<file path="src/hw/rtl/c32fd_pkg.sv">
package c32fd_pkg;

    // Frame header bytes 'i', 'o', 't'
    localparam logic [7:0] HDR0 = 8'h69;
    localparam logic [7:0] HDR1 = 8'h6F;
    localparam logic [7:0] HDR2 = 8'h74;

    // Command codes that carry a payload length
    localparam logic [7:0] CMD_INIT   = 8'h00;
    localparam logic [7:0] CMD_STORE  = 8'h01;
    localparam logic [7:0] CMD_STATUS = 8'h03;

    // Configuration register indexes
    localparam logic [1:0] REG_INIT_LENGTH   = 2'd0;
    localparam logic [1:0] REG_STORE_LENGTH  = 2'd1;
    localparam logic [1:0] REG_STATUS_LENGTH = 2'd2;

    // Reset values of the length registers
    localparam logic [7:0] INIT_LENGTH_RST   = 8'd14;
    localparam logic [7:0] STORE_LENGTH_RST  = 8'd123;
    localparam logic [7:0] STATUS_LENGTH_RST = 8'd1;

    // Reflected CRC-32
    localparam logic [31:0] CRC_POLY = 32'hEDB88320;
    localparam logic [31:0] CRC_INIT = 32'hFFFFFFFF;

    // Frame positions
    localparam logic [8:0] POS_CMD     = 9'd3;
    localparam logic [8:0] POS_PAYLOAD = 9'd4;

endpackage

</file>
<file path="src/hw/rtl/crc32_frame_deframer_core.sv">
// Channel   | Direction | Handshake          | Payload
// ----------+-----------+--------------------+---------------------------------------------
// s_        | in        | s_valid / s_ready  | s_kind, s_data_byte
// m_        | out       | m_valid / m_ready  | m_command, m_payload_byte, m_payload_offset,
//           |           |                    | m_frame_end, m_crc_ok
// cfg_      | in        | cfg_wr_en          | cfg_index, cfg_wr_data
//
// One item per cycle sustained while the result is not stalled: an item waits in the input
// register, then the frame logic and the byte-wide CRC update run into the result register.
// aresetn (synchronous, active low) restores the length registers and starts the header hunt.
// A stalled result holds the frame logic; the input register still takes one more item.
module crc32_frame_deframer_core (
    input  logic        aclk,
    input  logic        aresetn,
    input  logic        s_valid,
    output logic        s_ready,
    input  logic        s_kind,
    input  logic [7:0]  s_data_byte,
    output logic        m_valid,
    input  logic        m_ready,
    output logic [7:0]  m_command,
    output logic [7:0]  m_payload_byte,
    output logic [7:0]  m_payload_offset,
    output logic        m_frame_end,
    output logic        m_crc_ok,
    input  logic        cfg_wr_en,
    input  logic [1:0]  cfg_index,
    input  logic [7:0]  cfg_wr_data
);

    logic        in_valid_reg;
    logic        in_kind_reg;
    logic [7:0]  in_byte_reg;

    logic [7:0]  init_length_reg;
    logic [7:0]  store_length_reg;
    logic [7:0]  status_length_reg;

    logic [8:0]  position_reg, position_next;
    logic [7:0]  command_reg, command_next;
    logic [7:0]  length_reg, length_next;
    logic [31:0] crc_reg, crc_next;
    logic [31:0] rcv_crc_reg, rcv_crc_next;

    logic        m_valid_reg;
    logic [7:0]  m_command_reg;
    logic [7:0]  m_payload_byte_reg;
    logic [7:0]  m_payload_offset_reg;
    logic        m_frame_end_reg;
    logic        m_crc_ok_reg;

    logic        advance;
    logic        res_valid;
    logic [7:0]  res_byte;
    logic [7:0]  res_offset;
    logic        res_end;
    logic        res_ok;
    logic [31:0] crc_upd;
    logic [7:0]  hdr_expect;
    logic [8:0]  pay_end;
    logic [8:0]  pos_plus;
    logic [8:0]  trail_end;

    // Process the held item when the result register is free or draining
    assign advance = in_valid_reg && (!m_valid_reg || m_ready);
    assign s_ready = !in_valid_reg || advance;

    // Input register
    always_ff @(posedge aclk) begin
        if (!aresetn) begin
            in_valid_reg <= 1'b0;
        end else if (s_ready) begin
            in_valid_reg <= s_valid;
        end
        if (s_valid && s_ready) begin
            in_kind_reg <= s_kind;
            in_byte_reg <= s_data_byte;
        end
    end

    // Length registers
    always_ff @(posedge aclk) begin
        if (!aresetn) begin
            init_length_reg   <= c32fd_pkg::INIT_LENGTH_RST;
            store_length_reg  <= c32fd_pkg::STORE_LENGTH_RST;
            status_length_reg <= c32fd_pkg::STATUS_LENGTH_RST;
        end else if (cfg_wr_en) begin
            unique case (cfg_index)
                c32fd_pkg::REG_INIT_LENGTH:   init_length_reg   <= cfg_wr_data;
                c32fd_pkg::REG_STORE_LENGTH:  store_length_reg  <= cfg_wr_data;
                c32fd_pkg::REG_STATUS_LENGTH: status_length_reg <= cfg_wr_data;
                default: ;
            endcase
        end
    end

    c32fd_crc_update u_crc (
        .crc_in  (crc_reg),
        .data_in (in_byte_reg),
        .crc_out (crc_upd)
    );

    // Expected header byte for the current hunt position
    always_comb begin
        case (position_reg[1:0])
            2'd0:    hdr_expect = c32fd_pkg::HDR0;
            2'd1:    hdr_expect = c32fd_pkg::HDR1;
            default: hdr_expect = c32fd_pkg::HDR2;
        endcase
    end

    assign pay_end   = c32fd_pkg::POS_PAYLOAD + {1'b0, length_reg};
    assign pos_plus  = position_reg + 9'd1;
    assign trail_end = pay_end + 9'd4;

    // Frame parser
    always_comb begin
        position_next = position_reg;
        command_next  = command_reg;
        length_next   = length_reg;
        crc_next      = crc_reg;
        rcv_crc_next  = rcv_crc_reg;
        res_valid     = 1'b0;
        res_byte      = 8'd0;
        res_offset    = 8'd0;
        res_end       = 1'b0;
        res_ok        = 1'b0;
        if (advance) begin
            if (in_kind_reg) begin
                // Line silence: drop any partial frame
                position_next = 9'd0;
                crc_next      = c32fd_pkg::CRC_INIT;
            end else if (position_reg < c32fd_pkg::POS_CMD) begin
                if (in_byte_reg == hdr_expect) begin
                    crc_next      = crc_upd;
                    position_next = pos_plus;
                end else begin
                    position_next = 9'd0;
                    crc_next      = c32fd_pkg::CRC_INIT;
                end
            end else if (position_reg == c32fd_pkg::POS_CMD) begin
                // Latch the payload length by command, drop unknown commands
                position_next = c32fd_pkg::POS_PAYLOAD;
                command_next  = in_byte_reg;
                crc_next      = crc_upd;
                rcv_crc_next  = 32'd0;
                case (in_byte_reg)
                    c32fd_pkg::CMD_INIT:   length_next = init_length_reg;
                    c32fd_pkg::CMD_STORE:  length_next = store_length_reg;
                    c32fd_pkg::CMD_STATUS: length_next = status_length_reg;
                    default: begin
                        position_next = 9'd0;
                        command_next  = command_reg;
                        crc_next      = c32fd_pkg::CRC_INIT;
                        rcv_crc_next  = rcv_crc_reg;
                    end
                endcase
            end else if (position_reg < pay_end) begin
                // Payload byte
                crc_next      = crc_upd;
                position_next = pos_plus;
                res_valid     = 1'b1;
                res_byte      = in_byte_reg;
                res_offset    = position_reg[7:0] - 8'd4;
            end else begin
                // Trailer byte, least significant first
                rcv_crc_next  = {in_byte_reg, rcv_crc_reg[31:8]};
                position_next = pos_plus;
                if (pos_plus >= trail_end) begin
                    res_valid     = 1'b1;
                    res_end       = 1'b1;
                    res_ok        = (rcv_crc_next == ~crc_reg);
                    position_next = 9'd0;
                    crc_next      = c32fd_pkg::CRC_INIT;
                end
            end
        end
    end

    // Frame state
    always_ff @(posedge aclk) begin
        if (!aresetn) begin
            position_reg <= 9'd0;
            command_reg  <= 8'd0;
            length_reg   <= 8'd0;
            crc_reg      <= c32fd_pkg::CRC_INIT;
            rcv_crc_reg  <= 32'd0;
        end else begin
            position_reg <= position_next;
            command_reg  <= command_next;
            length_reg   <= length_next;
            crc_reg      <= crc_next;
            rcv_crc_reg  <= rcv_crc_next;
        end
    end

    // Result register
    always_ff @(posedge aclk) begin
        if (!aresetn) begin
            m_valid_reg <= 1'b0;
        end else if (advance) begin
            m_valid_reg <= res_valid;
        end else if (m_ready) begin
            m_valid_reg <= 1'b0;
        end
        if (advance && res_valid) begin
            m_command_reg        <= command_next;
            m_payload_byte_reg   <= res_byte;
            m_payload_offset_reg <= res_offset;
            m_frame_end_reg      <= res_end;
            m_crc_ok_reg         <= res_ok;
        end
    end

    assign m_valid          = m_valid_reg;
    assign m_command        = m_command_reg;
    assign m_payload_byte   = m_payload_byte_reg;
    assign m_payload_offset = m_payload_offset_reg;
    assign m_frame_end      = m_frame_end_reg;
    assign m_crc_ok         = m_crc_ok_reg;

endmodule

</file>
<file path="src/hw/rtl/c32fd_crc_update.sv">
module c32fd_crc_update (
    input  logic [31:0] crc_in,
    input  logic [7:0]  data_in,
    output logic [31:0] crc_out
);

    // Fold one byte into the running CRC, one bit per step, LSB first
    always_comb begin
        logic [31:0] c;
        c = crc_in ^ {24'd0, data_in};
        for (int k = 0; k < 8; k++) begin
            if (c[0]) begin
                c = (c >> 1) ^ c32fd_pkg::CRC_POLY;
            end else begin
                c = c >> 1;
            end
        end
        crc_out = c;
    end

endmodule
</file>
<file path="config.mk">
export PLATFORM = sky130hd
export DESIGN_NAME = crc32_frame_deframer_core
export DESIGN_NICKNAME = d
export VERILOG_FILES = /design/src/hw/rtl/c32fd_pkg.sv /design/src/hw/rtl/crc32_frame_deframer_core.sv /design/src/hw/rtl/c32fd_crc_update.sv
export SDC_FILE = /design/constraint.sdc
export NUM_CORES = 1
export LEC_CHECK = 0
export ABC_AREA = 0
export CAP_MARGIN = 20
export CORE_MARGIN = 2
export CORE_UTILIZATION = 37
export DETAILED_ROUTE_END_ITERATION = 12
export DONT_BUFFER_PORTS = 1
export PLACE_DENSITY_LB_ADDON = 0.3
export RECOVER_POWER = 50
export SETUP_SLACK_MARGIN = 0.1
export SLEW_MARGIN = 20
export SYNTH_ARGS = -nofsm -noshare
export SYNTH_HDL_FRONTEND = slang
export SYNTH_HIERARCHICAL = 1
export SYNTH_SLANG_ARGS = --single-unit
</file>
<file path="constraint.sdc">
create_clock -name aclk -period 8 [get_ports aclk]
set_clock_uncertainty 0.2 [all_clocks]
set_input_delay 1.6 -clock aclk [delete_from_list [all_inputs] [get_ports aclk]]
set_output_delay 1.6 -clock aclk [all_outputs]
set_load 0.05 [all_outputs]
</file>
## Word-level counts from Yosys, hierarchy flattened

Cells that the tools add are included.

- Register bits after elaboration: 150
- Output and inout port bits: 28
- Word-level logic and storage cells: 112

- $add $sub $neg: 4
- Order comparisons: 3
- Equality and inequality tests: 10
- Mux-type cells: 40
- Bitwise gates (word level): 15
- Reduce and logical (&&, ||, !) cells: 23

Operators by type and width:

| cell | number |
|---|---|
| $mux W32 | 18 |
| $not A13 Y14 | 8 |
| $mux W9 | 6 |
| $mux W8 | 5 |
| $eq A32 B32 Y1 | 1 |
| $not A32 Y32 | 1 |
| $xor A32 B8 Y32 | 1 |
| $pmux W8 S3 | 1 |
| $pmux W5 S2 | 1 |
| $reduce_and A5 Y1 | 2 |
| $reduce_or A5 Y1 | 2 |
| $add A3 B8 Y9 const A | 1 |
| $add A9 B1 Y9 const B | 1 |
| $add A9 B3 Y9 const B | 1 |
| $eq A9 B2 Y1 const B | 1 |
| $ge A9 B9 Y1 | 1 |
| $lt A9 B2 Y1 const B | 1 |
| $lt A9 B9 Y1 | 1 |
| $eq A8 B1 Y1 const B | 1 |
| $eq A8 B2 Y1 const B | 1 |
| $eq A8 B8 Y1 | 1 |
| $logic_not A8 Y1 | 1 |
| $mux W1 | 8 |
| $reduce_and A2 Y1 | 4 |
| other kinds (15) | 26 |

## Logic depth before layout (Yosys ltp)

- Word-level depth: 21
- Mapped depth: 14
- Gate-level depth less buffers: 14

## Modules after synthesis

Netlist, hierarchy kept.

By module, submodules not included:

| module | times used | cells each | area an instance (µm²) | seq. area each (µm²) |
|---|---|---|---|---|
| crc32_frame_deframer_core | 1 | 590 | 6206.0 | 3193.1 |
| c32fd_crc_update | 1 | 67 | 952.2 | 0.0 |

## Worst setup path before layout

Ideal clock, no wire load.

- Kind: reg-to-reg
- Start point: reg length_reg[2]
- End point: reg m_command_reg[0] (netlist: m_command[0]), enable pin
- Arrival time: 3484 ps
- Required time: 7381 ps
- Path slack: 3897 ps
- Stages on the path, launching flop included: 11
- Period minus slack after synthesis: 4103 ps
- Cells stage by stage: dfxtp_1 -> ha_1 -> xor2_1 -> inv_1 -> or3_1 -> xnor2_1 -> ha_1 -> nand4_1 -> a211oi_1 -> o22ai_1 -> a21oi_1

- Word-level cells in the longest chain between the ends: 10

Ends and longest elaborated chain:

| element | line | text |
|---|---|---|
| from (decl) | crc32_frame_deframer_core.sv:41 | `logic [7:0] length_reg, length_next;` |
| from (signal assigned) | crc32_frame_deframer_core.sv:191 | `length_reg <= length_next;` |
| $add A3 B8 Y9 (*) | crc32_frame_deframer_core.sv:112 | `assign pay_end = c32fd_pkg::POS_PAYLOAD + {1'b0, length_reg};` |
| $add A9 B3 Y9 | crc32_frame_deframer_core.sv:114 | `assign trail_end = pay_end + 9'd4;` |
| $ge A9 B9 Y1 | crc32_frame_deframer_core.sv:169 | `if (pos_plus >= trail_end) begin` |
| $mux W1 | crc32_frame_deframer_core.sv:169 |  |
| $mux W1 (*) | crc32_frame_deframer_core.sv:158 | `end else if (position_reg < pay_end) begin` |
| $mux W1 (*) | crc32_frame_deframer_core.sv:141 | `end else if (position_reg == c32fd_pkg::POS_CMD) begin` |
| $mux W1 (*) | crc32_frame_deframer_core.sv:133 | `end else if (position_reg < c32fd_pkg::POS_CMD) begin` |
| $mux W1 (*) | crc32_frame_deframer_core.sv:129 | `if (in_kind_reg) begin` |
| $mux W1 (*) | crc32_frame_deframer_core.sv:128 | `if (advance) begin` |
| $logic_and A1 B1 Y1 (*) | crc32_frame_deframer_core.sv:206 | `if (advance && res_valid) begin` |
| to (signal assigned) | crc32_frame_deframer_core.sv:207 | `m_command_reg <= command_next;` |
| to (decl) | crc32_frame_deframer_core.sv:46 | `logic [7:0] m_command_reg;` |

Mark *: on every way between the ends. The rest lies on a longest branch, timed or not.
A chain may end at the register's enable or synchronous reset.

## Worst setup path in the final report

- Start point: reg length_reg[2]
- End point: reg position_reg[6]

- Word-level cells in the longest chain between the ends: 8

Ends and longest elaborated chain:

| element | line | text |
|---|---|---|
| $add A3 B8 Y9 (*) | crc32_frame_deframer_core.sv:112 |  |
| $add A9 B3 Y9 | crc32_frame_deframer_core.sv:114 |  |
| $ge A9 B9 Y1 | crc32_frame_deframer_core.sv:169 |  |
| $mux W9 | crc32_frame_deframer_core.sv:169 |  |
| $mux W9 (*) | crc32_frame_deframer_core.sv:158 |  |
| $mux W9 (*) | crc32_frame_deframer_core.sv:141 |  |
| $mux W9 (*) | crc32_frame_deframer_core.sv:133 |  |
| $mux W9 (*) | crc32_frame_deframer_core.sv:129 |  |
| to (signal assigned) | crc32_frame_deframer_core.sv:189 | `position_reg <= position_next;` |
| to (decl) | crc32_frame_deframer_core.sv:39 | `logic [8:0] position_reg, position_next;` |

Marks and branches as above.

==> qor.yml <==
sta:
  rsz0062_at_grt: "false"
  fin_crit_sh_pct: 50.5
  final_max_slew_viol_count: 0
  fmax_mhz: 247
  setup_viol: 0
  tns_ps: 0
  worst_slew_pin_slew_ps: 865
  holdWs_ps: 259
  period_minus_slack_ps: 4040
  hold_viol: 0
  slew_headroom_pct: 42.3
synth:
  synth_cell_types: 53
  yosysWarnings: 6
  synth_area_per_cell_um2: 10.9
  netlist_area_um2: 7160
  synth_seq_cells: 142
  ys_async_sr_fraction_pct: 0
  syn_nets: 707
  synth_edf_count: 35
  yosysSeqAreaShare_pct: 44.6
  synth_ff_type: "dfxtp_1"
  synthCells: 657
setup_path:
  reg2reg_from: "length_reg[2]"
  critPathLaunchType: "flip-flop"
  r2r_end: "position_reg[6]"
  path_class: "reg -> reg"
  reg2reg_depth: 13
  crit_start: "length_reg[2]"
  cp-end-kind: "flip-flop"
  worst_ep_required_time_ps: 8160
  crit_end: "position_reg[6]"
  crit_arrival_ps: 4200
  r2r_setup_slack_ps: 3960
  path_max_fanout: 9
cts:
  ctsResizeCount: 0
  insertion_delay_ps: 420
  hold_buffers: 0
  clock_sinks: 142
  cts_max_level: 4
  postCtsSetupBuffers: 0
  numCtsBuffers: 17
  cts_tree: "done"
  cts_root_buf: "clkbuf_16"
  clockBufferDepth: 2
  cts.clk_slew.worst_paths_ps: 70
power_and_ir_drop:
  ir_drop_v: 0.000156
  intPower_mw: 1.31
  seqPwrFrac_pct: 43.3
  power_density_nw_per_um2: 217
  p_switching_uw: 438
  p_sw_share_pct: 25.1
  pwr-share-clk_pct: 47.6
  p_total_mw: 1.74
  power_frac_comb_pct: 9.1
  p_leak_nw: 3.03
global_routing:
  gr-usage-met1_pct: 19.9
  grt_max_degree: 33
  track_usage_pct: 16.3
  grt_pass1_wl_um: 25600
  use_met2_pct: 28.2
  grt_pass1_vias: 4835
  grt_busiest_layer: "met2"
  overflow: 0
  antenna_found_initial: 0
  met3_usage_pct: 3.89
outcome:
  status: "completed"
detailed_routing:
  wirelength_um: 15900
  wl_per_cell_um: 17.1
  first_pass_iters: 4
  ant_nets: 0
  route.detailed.drc: 0
  routed_via_density: 5.10
  drt_iter0_markers: 211
  vias: 4727
layout:
  syn_to_final_growth_pct: 12.0
  antenna_cells: 0
  drive_gt1_share_pct: 8.25
  largest_reg_flops: 32
  nFillCells: 1747
  final_cells: 927
  finalNetCount: 704
hold_path:
  min_from: "store_length_reg[2]"
  holdCritPathClass: "reg -> reg"
floorplanning:
  start_util_pct: 38.0
  ios: 52
  die-area_um2: 20500
  coreArea_um2: 18800
  die_x_um: 143
  row_count: 50
  die_height_um: 143
place:
  finalWeightedCongestion: 0.869
  io_buffers: 0
  dp_hpwl_um: 11600
  place_inst: 895
job:
  maxCapViolCount: 0
==> kinds of logic (layout without fill, tap and decap cells) <==
family          count (synthesis)  in the layout  share of synthesized area [%]
compound gates                115            115                           12.4
xor+xnor                      118            118                           19.5
fa+ha+maj                      26             26                           4.54
buf+inv                        38             48                           2.39
flops                         142            142                           44.6
mux                            25             25                           3.50
simple gates                  193            193                           13.0
==> critical path, stage by stage (launching register included) <==
cell,delay (ps)
dfxtp_1,490
ha_1,260
xor2_1,270
inv_1,90
or3_1,360
nor3_1,230
xor2_1,180
ha_1,250
o21a_1,190
o22ai_1,500
a31oi_1,90
o22ai_1,580
o211ai_1,180
nand2_1,100
==> cell usage after synthesis, types with 5 or more instances <==
cell      instances  share of area (%)
nand4_1           6               0.52
and3_1            8               0.70
dfxtp_1         107                 30
mux2i_1          25                3.5
a32o_1            6               0.84
a22o_1           24                2.9
clkbuf_1         18               0.94
a21oi_1          19                1.3
nor3_1            5               0.35
nand3_1          16                1.1
o21ai_0          13               0.91
o22a_1           32                3.9
nand2b_1          5               0.44
nand2_1          48                2.5
xor2_1           19                2.3
buf_2             5               0.35
xnor3_1          11                3.5
inv_1             9               0.47
edfxtp_1         35                 15
and2_1           25                2.2
xor3_1            5                1.7
nor4_1           10               0.87
xnor2_1          72                8.8
ha_1             26                4.5
nor2_1           56                2.9
==> through the flow <==
step / utilization [%] / instance area [um^2] / worst slack [ps]
6_report: 42.6 / 8020 / 3960
5_1_grt: 42.6 / 8020 / 3590
4_1_cts: 42.7 / 8030 / 3940
3_5_place_dp: 39.3 / 7410 / 3840
3_3_place_gp: 39.3 / 7410 / 3910
2_1_floorplan: - / 7160 / 3900
==> layout by cell type, fill, tap and decap left out, types with 8 or more instances in the layout <==
cell type    n
a21oi_1     18
a22o_1      24
and2_0      14
and2_1      11
and3_1       8
clkbuf_16   17
dfxtp_1    107
edfxtp_1    35
ha_1        26
inv_1        9
mux2i_1     25
nand2_1     48
nand3_1     16
nor2_1      56
nor4_1      10
o21ai_0     13
o22a_1      32
xnor2_1     72
xnor3_1     11
xor2_1      19
==> how the worst min path moves through the flow <==
stage / to / slack [ps] / cells after the start
after CTS: store_length_reg[2] / 260 / 2
final: store_length_reg[2] / 260 / 2
after detailed placement: store_length_reg[2] / 250 / 2
after floorplan: store_length_reg[2] / 240 / 2
after global routing: store_length_reg[2] / 280 / 2
after global placement: store_length_reg[7] / 240 / 2
==> per-layer routing <==
layer,share of wire (%),up-vias
met1,44,2316
met3,3.0,14
li1,-,2329
met2,51,68
met5,0,-
met4,1.3,0
==> power by group through the flow <==
stage          sequential [mW]  clock [mW]  combinational (mW)
5_1_grt                  0.757       0.876               0.171
6_report                 0.756       0.830               0.159
3_3_place_gp             0.771           0               0.157
2_1_floorplan            0.766           0               0.137
3_5_place_dp             0.772           0               0.159
4_1_cts                  0.756       0.845               0.160
==> final cells by class <==
type	count	area [um^2]	share of cell area, %
flip-flops and latches	142	3190	39.8
clock inverters	15	198	2.47
well taps	260	325	4.06
repair buffers	6	41.3	0.515
clock buffers	17	425	5.31
inverters	10	37.5	0.468
multi-input cells	477	3800	47.4
Note: power is estimated with default switching activity, not from simulation.
